## src/design/insort_pkg.sv

```systemverilog
// Package for the insertion sorter: word types on the input and output channels,
// plus the command struct that the top level broadcasts to the sort cells.
// No dependencies.
package insort_pkg;

  localparam int unsigned FIELD_WIDTH = 16;

  typedef struct packed {
    logic signed [FIELD_WIDTH-1:0] value;
    logic                          last;
  } in_word_t;

  typedef struct packed {
    logic signed [FIELD_WIDTH-1:0] sorted_value;
    logic                          end_of_run;
    logic                          overflow;
  } out_word_t;

  // Broadcast to every cell: insert the search value, or shift toward cell 0.
  typedef struct packed {
    logic insert;
    logic shift;
  } cell_cmd_t;

endpackage

```

## src/design/insertion_sorter.sv

```systemverilog
// Insertion sorter top level: chain of compare-and-shift cells, fill count,
// drain control and output register. Depends on insort_pkg and insort_cell.
//
// channel | ports                          | word
// --------+--------------------------------+----------------------------------
// input   | in_valid, in_ready, in_data    | value, last
// output  | out_valid, out_ready, out_data | sorted_value, end_of_run, overflow
//
// Each word is inserted as it is accepted; words can arrive back to back.
// A word flagged last starts a drain of the N stored words at one word
// per cycle while out_ready is high; in_ready is low for the whole drain.
// Reset (rst_n, synchronous) clears the count, drain, overflow and output valid state.
// Output stalls hold the chain in place; nothing is lost or repeated.
module insertion_sorter #(
  parameter int unsigned DEPTH       = 64,
  parameter int unsigned VALUE_WIDTH = 16
) (
  input  logic                  clk,
  input  logic                  rst_n,
  input  logic                  in_valid,
  output logic                  in_ready,
  input  insort_pkg::in_word_t  in_data,
  output logic                  out_valid,
  input  logic                  out_ready,
  output insort_pkg::out_word_t out_data
);
  import insort_pkg::*;

  localparam int unsigned CNT_W = $clog2(DEPTH + 1);

  logic [CNT_W-1:0]              count_r, count_nxt;
  logic                          drain_r, drain_nxt;
  logic                          dropped_r, dropped_nxt;
  logic                          out_valid_r, out_valid_nxt;
  out_word_t                     out_r, out_nxt;

  logic                          in_fire;
  logic                          full;
  logic                          out_load;
  cell_cmd_t                     cmd;
  logic signed [VALUE_WIDTH-1:0] ins_val;
  logic signed [VALUE_WIDTH-1:0] cell_val [DEPTH];
  logic                          cell_gt  [DEPTH];
  logic signed [FIELD_WIDTH-1:0] head_word;

  // --- width adaptation between the 16-bit field and the store width ---
  generate
    if (VALUE_WIDTH > FIELD_WIDTH) begin : g_wide
      assign ins_val   = {{(VALUE_WIDTH-FIELD_WIDTH){in_data.value[FIELD_WIDTH-1]}},
                          in_data.value};
      assign head_word = cell_val[0][FIELD_WIDTH-1:0];
    end else if (VALUE_WIDTH == FIELD_WIDTH) begin : g_same
      assign ins_val   = in_data.value;
      assign head_word = cell_val[0];
    end else begin : g_narrow
      // value taken as VALUE_WIDTH bits; read back sign-extended to 16
      assign ins_val   = in_data.value[VALUE_WIDTH-1:0];
      assign head_word = {{(FIELD_WIDTH-VALUE_WIDTH){cell_val[0][VALUE_WIDTH-1]}},
                          cell_val[0]};
    end
  endgenerate

  // --- handshake ---
  assign in_ready  = !drain_r;
  assign in_fire   = in_valid && in_ready;
  assign full      = count_r == CNT_W'(DEPTH);
  // during a drain, pull the head word whenever the output register is free or being emptied
  assign out_load  = drain_r && (!out_valid_r || out_ready);
  assign out_valid = out_valid_r;
  assign out_data  = out_r;

  assign cmd.insert = in_fire && !full;
  assign cmd.shift  = out_load;

  // --- cell chain: left neighbor feeds inserts, right neighbor feeds drain ---
  generate
    for (genvar i = 0; i < DEPTH; i++) begin : g_cell
      logic signed [VALUE_WIDTH-1:0] lv;
      logic                          lg;
      logic signed [VALUE_WIDTH-1:0] rv;
      if (i == 0) begin : g_first
        assign lv = '0;
        assign lg = 1'b0;
      end else begin : g_mid
        assign lv = cell_val[i-1];
        assign lg = cell_gt[i-1];
      end
      if (i == DEPTH - 1) begin : g_last
        assign rv = cell_val[i];
      end else begin : g_inner
        assign rv = cell_val[i+1];
      end
      insort_cell #(
        .VALUE_WIDTH (VALUE_WIDTH),
        .CNT_W       (CNT_W),
        .INDEX       (i)
      ) u_cell (
        .clk       (clk),
        .cmd       (cmd),
        .ins_val   (ins_val),
        .count     (count_r),
        .left_val  (lv),
        .left_gt   (lg),
        .right_val (rv),
        .val       (cell_val[i]),
        .gt        (cell_gt[i])
      );
    end
  endgenerate

  // --- count, drain and output control ---
  always_comb begin
    count_nxt     = count_r;
    drain_nxt     = drain_r;
    dropped_nxt   = dropped_r;
    out_valid_nxt = out_valid_r;
    out_nxt       = out_r;

    if (out_valid_r && out_ready) begin
      out_valid_nxt = 1'b0;
    end

    if (in_fire) begin
      if (full) begin
        dropped_nxt = 1'b1;
      end else begin
        count_nxt = count_r + CNT_W'(1);
      end
      if (in_data.last) begin
        drain_nxt = 1'b1;
      end
    end

    if (out_load) begin
      out_valid_nxt        = 1'b1;
      out_nxt.sorted_value = head_word;
      out_nxt.end_of_run   = count_r == CNT_W'(1);
      out_nxt.overflow     = dropped_r;
      count_nxt            = count_r - CNT_W'(1);
      if (count_r == CNT_W'(1)) begin
        drain_nxt = 1'b0;
      end
    end
  end

  always_ff @(posedge clk) begin
    if (!rst_n) begin
      count_r     <= '0;
      drain_r     <= 1'b0;
      dropped_r   <= 1'b0;
      out_valid_r <= 1'b0;
    end else begin
      count_r     <= count_nxt;
      drain_r     <= drain_nxt;
      dropped_r   <= dropped_nxt;
      out_valid_r <= out_valid_nxt;
    end
  end

  always_ff @(posedge clk) begin
    out_r <= out_nxt;
  end

endmodule

```

## src/design/insort_cell.sv

```systemverilog
// One compare-and-shift cell of the insertion sorter chain.
// Depends on insort_pkg (cell_cmd_t).
module insort_cell #(
  parameter int unsigned VALUE_WIDTH = 16,
  parameter int unsigned CNT_W       = 7,
  parameter int unsigned INDEX       = 0
) (
  input  logic                          clk,
  input  insort_pkg::cell_cmd_t         cmd,
  input  logic signed [VALUE_WIDTH-1:0] ins_val,
  input  logic [CNT_W-1:0]              count,
  input  logic signed [VALUE_WIDTH-1:0] left_val,
  input  logic                          left_gt,
  input  logic signed [VALUE_WIDTH-1:0] right_val,
  output logic signed [VALUE_WIDTH-1:0] val,
  output logic                          gt
);
  import insort_pkg::*;

  logic signed [VALUE_WIDTH-1:0] val_r;
  logic signed [VALUE_WIDTH-1:0] val_nxt;
  logic                          occ;
  logic                          tail;

  assign occ  = CNT_W'(INDEX) < count;
  assign tail = CNT_W'(INDEX) == count;
  // strict compare keeps equal values in arrival order
  assign gt   = occ && (val_r > ins_val);
  assign val  = val_r;

  always_comb begin
    val_nxt = val_r;
    if (cmd.insert && (gt || tail)) begin
      val_nxt = left_gt ? left_val : ins_val;
    end else if (cmd.shift) begin
      val_nxt = right_val;
    end
  end

  always_ff @(posedge clk) begin
    val_r <= val_nxt;
  end

endmodule
```

## config.mk

```make
export PLATFORM = sky130hd
export DESIGN_NAME = insertion_sorter
export DESIGN_NICKNAME = d
export VERILOG_FILES = /design/src/design/insort_pkg.sv /design/src/design/insertion_sorter.sv /design/src/design/insort_cell.sv
export SDC_FILE = /design/constraint.sdc
export NUM_CORES = 2
export LEC_CHECK = 0
export BUFFER_PORTS_ARGS = -buffer_cell sky130_fd_sc_hd__buf_2
export CAP_MARGIN = 15
export CORE_MARGIN = 8
export CORE_UTILIZATION = 60
export CTS_CLUSTER_DIAMETER = 40
export DETAILED_ROUTE_END_ITERATION = 8
export GPL_TIMING_DRIVEN = 1
export HOLD_SLACK_MARGIN = 0.06
export PLACE_DENSITY_LB_ADDON = 0.05
export SETUP_SLACK_MARGIN = 0.05
export SYNTH_ARGS = -nofsm -noshare
export SYNTH_HDL_FRONTEND = slang
export SYNTH_HIERARCHICAL = 1
export SYNTH_SLANG_ARGS = --single-unit
```

## constraint.sdc

```tcl
create_clock -name clk -period 6 [get_ports clk]
set_input_delay 0.6 -clock clk [delete_from_list [all_inputs] [get_ports clk]]
set_output_delay 0.6 -clock clk [all_outputs]
set_load 0.05 [all_outputs]
```

Word level (Yosys, flattened, before mapping)
Cells that the tools add are included.
- bits in registers: 1052
- bits of input ports: 21
- logic and storage cells: 733
- $add $sub $neg: 2
- order comparisons: 128
- equality and inequality tests: 66
- muxes and demuxes: 198
- reductions and logical operators: 268
- operator list (cell ; number):
    $mux 16 ; 189
    $gt 16x16->1 ; 64
    $eq 6x7->1 const A ; 32
    $lt 6x7->1 const A ; 32
    $logic_and 1x1->1 ; 132
    $reduce_bool 2->1 ; 65
    $eq 5x7->1 const A ; 16
    $lt 5x7->1 const A ; 16
    $logic_or 1x1->1 ; 65
    $eq 4x7->1 const A ; 8
    $lt 4x7->1 const A ; 8
    $eq 3x7->1 const A ; 4
    $lt 3x7->1 const A ; 4
    $mux 7 ; 3
    $eq 2x7->1 const A ; 2
    $lt 1x7->1 const A ; 2
    $lt 2x7->1 const A ; 2
    $add 7x1->7 const B ; 1
    $eq 1x7->1 const A ; 1
    $eq 7x1->1 const B ; 1
    $eq 7x7->1 const B ; 1
    $logic_not 7->1 ; 1
    $sub 7x1->7 const B ; 1
    $mux 1 ; 6
    other kinds (3) ; 6

Longest topological paths before layout
- depth in word-level cells: 5
- mapped depth: 17

Worst setup path after synthesis
OpenSTA, ideal clock, no wires.
- path kind: register to register
- start: reg count_r[1]
- end: reg g_cell[36].u_cell.val_r[0] (enable)
- setup time: 0.411 ns
- data arrival time: 6.172 ns
- slack: -0.583 ns
- stages on the path, launching flop included: 8
- buffers on the path: 1
- clock period less this slack: 6.583 ns
- cell sequence: dfxtp_1 > inv_1 > ha_1 > a31o_1 > buf_6 > inv_1 > o221ai_1 > o21ai_0
- RTL lines (what ; line ; source):
    start: declaration ; insertion_sorter.sv:31 ; logic [CNT_W-1:0] count_r, count_nxt;
    start signal: assignment ; insertion_sorter.sv:153 ; count_r <= count_nxt;
    end signal: assignment ; insort_cell.sv:41 ; val_r <= val_nxt;
    end: declaration ; insort_cell.sv:20 ; logic signed [VALUE_WIDTH-1:0] val_r;

==> summary.txt <==
Status: finished, final reports clean
Non-Filler Instances: 12100
CP max FO: 20
Reg2reg start: count_r[4]$_SDFFE_PN0P_
Cts bufs inserted: 213
Area occupied by registers: 31500 um2
Setup Skew: 0.0350 ns
Pre-antenna DRT Iters: 7
Clk sinks: 1052
First-pass GRT wire length: 454 mm
Setup ws final: 1.19 ns
Leak: 43.0 nW
Port bufs: 40
Final wirelength: 296 mm
Rel. slew slack: 0.241
Arr. time, crit path: 5.23 ns
Largest net degree at the start of global routing: 82
Vias in the first global route: 78800
Worst Tran Pin Value: 1.14 ns
Maximum vdd drop: 0.320 mV
Root Driver: clkbuf_16
Share of layout cells above drive strength 1: 0.186
Routed Antenna Nets: 0
Setup TNS: 0 ns
Wire per inst: 24.4 um
Final min period: 4.81 ns
CORE AREA: 160000 um2
Hold WC Path Type: input port to flip-flop
Final period util: 0.802
Cell count after synthesis: 9800
Critical Path RT: 6.42 ns
H-tree depth: 4
Dpl cells: 11700
Initial antenna violation count: 6
Detail Placement HPWL: 210 mm
RePlAce Congestion: 0.936
# fillers: 12600
Final nets: 10900
Total track usage: 0.325
WS Path Type: flip-flop to flip-flop
Die Wd: 416 um
# Max-Cap Violations: 0
CP endpoint kind: flip-flop
Post-CTS Hold Buffers: 0
Max Slew Vio Count: 0
Post-route DRC: 0
Clock transition at path regs: 0.05 ns
Setup crit start kind: flip-flop
Place WS: 0.976 ns
Post-cts resize count: 0
Initial DRC Count: 8717
Syn Std Cell Area: 96200 um2
CTS tree: built
Vias/cell: 6.61
# setup viols final: 0
Rows: 147
Initial core utilization: 0.602
Clock latency on the worst-skew pair: 0.85 ns
FMAX: 0.208 GHz
Synth warn: 6
Setup bufs post-CTS: 0
Pwr dens: 275 nW/um2
Layout area overhead: 9.89%
Maximum buffer depth of the clock tree: 3
Die area: 173000 um2
Syn Area/Cell: 9.81 um2
CP startpoint: count_r[4]$_SDFFE_PN0P_
I/O pin total: 41
Hold Violations, Final: 0
RSZ-0062 raised after global routing: no
Total grt overflow: 0
Vias post-DR: 80100
Footprint of the multi-input gates: 57400 um2
Worst hold path startpoint: in_valid
Die H: 416 um
-- worst paths after layout --
path | cells past startpoint | slack, ns | endpoint
max | 9 | 1.19 | g_cell[17].u_cell/val[9]$_DFFE_PP_
min | 3 | 0.12 | drain_r$_SDFF_PN0_
max reg2reg | 9 | 1.19 | g_cell[17].u_cell/val[9]$_DFFE_PP_
min reg2reg | 0 | 0.45 | out_data[0]$_DFFE_PP_
-- report_power, final --
part	switching, W	internal [W]	leakage, nW
Clock	0.00440	0.00782	3.55
Sequential	0.000825	0.00913	9.79
Combinational	0.00424	0.00269	29.6
Total	0.00946	0.0196	43.0
-- sequential cells by signal, summed over array words and instances (netlist names) --
register and flops:
dropped_r 1, out_valid 1, count_r 7, g_cell.u_cell/val 1024
out_data 18, drain_r 1
-- critical path, stage by stage, from the launching register on --
cell and delay (ns):
dfxtp_4 0.46, nor4_4 0.42, a31o_1 0.48, clkinvlp_4 0.80, buf_4 0.51, a21bo_2 0.26, nor3_1 0.04, nor4b_1 0.15
o21ba_1 0.65, nand2_1 0.60
-- cell type report --
| cell class | instances | area share |
|---|---|---|
| sequential | 1052 | 0.298 |
| clock buffer | 229 | 0.0512 |
| inverter | 1163 | 0.0414 |
| antenna | 6 | 0.000142 |
| clock inverter | 169 | 0.0184 |
| multi-input combinational | 7121 | 0.543 |
| timing repair buffer | 294 | 0.0228 |
| tap | 2086 | 0.0247 |
-- stage by stage --
stage          power, W   util  instance area (um2)  hold WS [ns]
3_3_place_gp     0.0166  0.615                98300         0.421
6_report         0.0291  0.661               106000         0.123
5_1_grt          0.0302  0.661               106000         0.118
4_1_cts          0.0291  0.661               106000        0.0724
3_5_place_dp     0.0168  0.615                98300         0.428
2_1_floorplan    0.0148      -                96300         0.409
-- layout by cell type (no fill, tap or decap), types with 35 or more instances in the layout --
cell type  instances
inv_1           1157
edfxtp_1        1042
ha_1            1028
nand2_1          961
o21ai_0          784
a21oi_1          568
mux2_4           377
mux2i_1          326
mux2_2           319
nor2_1           243
buf_4            243
nand4_1          231
clkbuf_16        214
nand3_1          199
a311oi_1         163
nor3_1           130
a31oi_1          126
a211oi_1         114
nor2b_1          105
o31ai_1          101
a21o_1            77
o211ai_1          71
nand2b_1          48
or3_1             43
and2_1            42
a21oi_2           42
a31oi_2           41
and3_1            37
o22ai_1           37
clkinv_2          36
nand4_2           36
o21a_1            35
a211oi_2          35
-- metal layers --
layer,global-route usage,part of all wire,vias to the layer above
met3,0.0566,0.088,823
met1,0.439,0.42,38700
li1,-,-,36900
met4,0.135,0.045,0
met2,0.517,0.45,3757
met5,0,0,-
No activity file was read; power rests on OpenSTA's default activity.
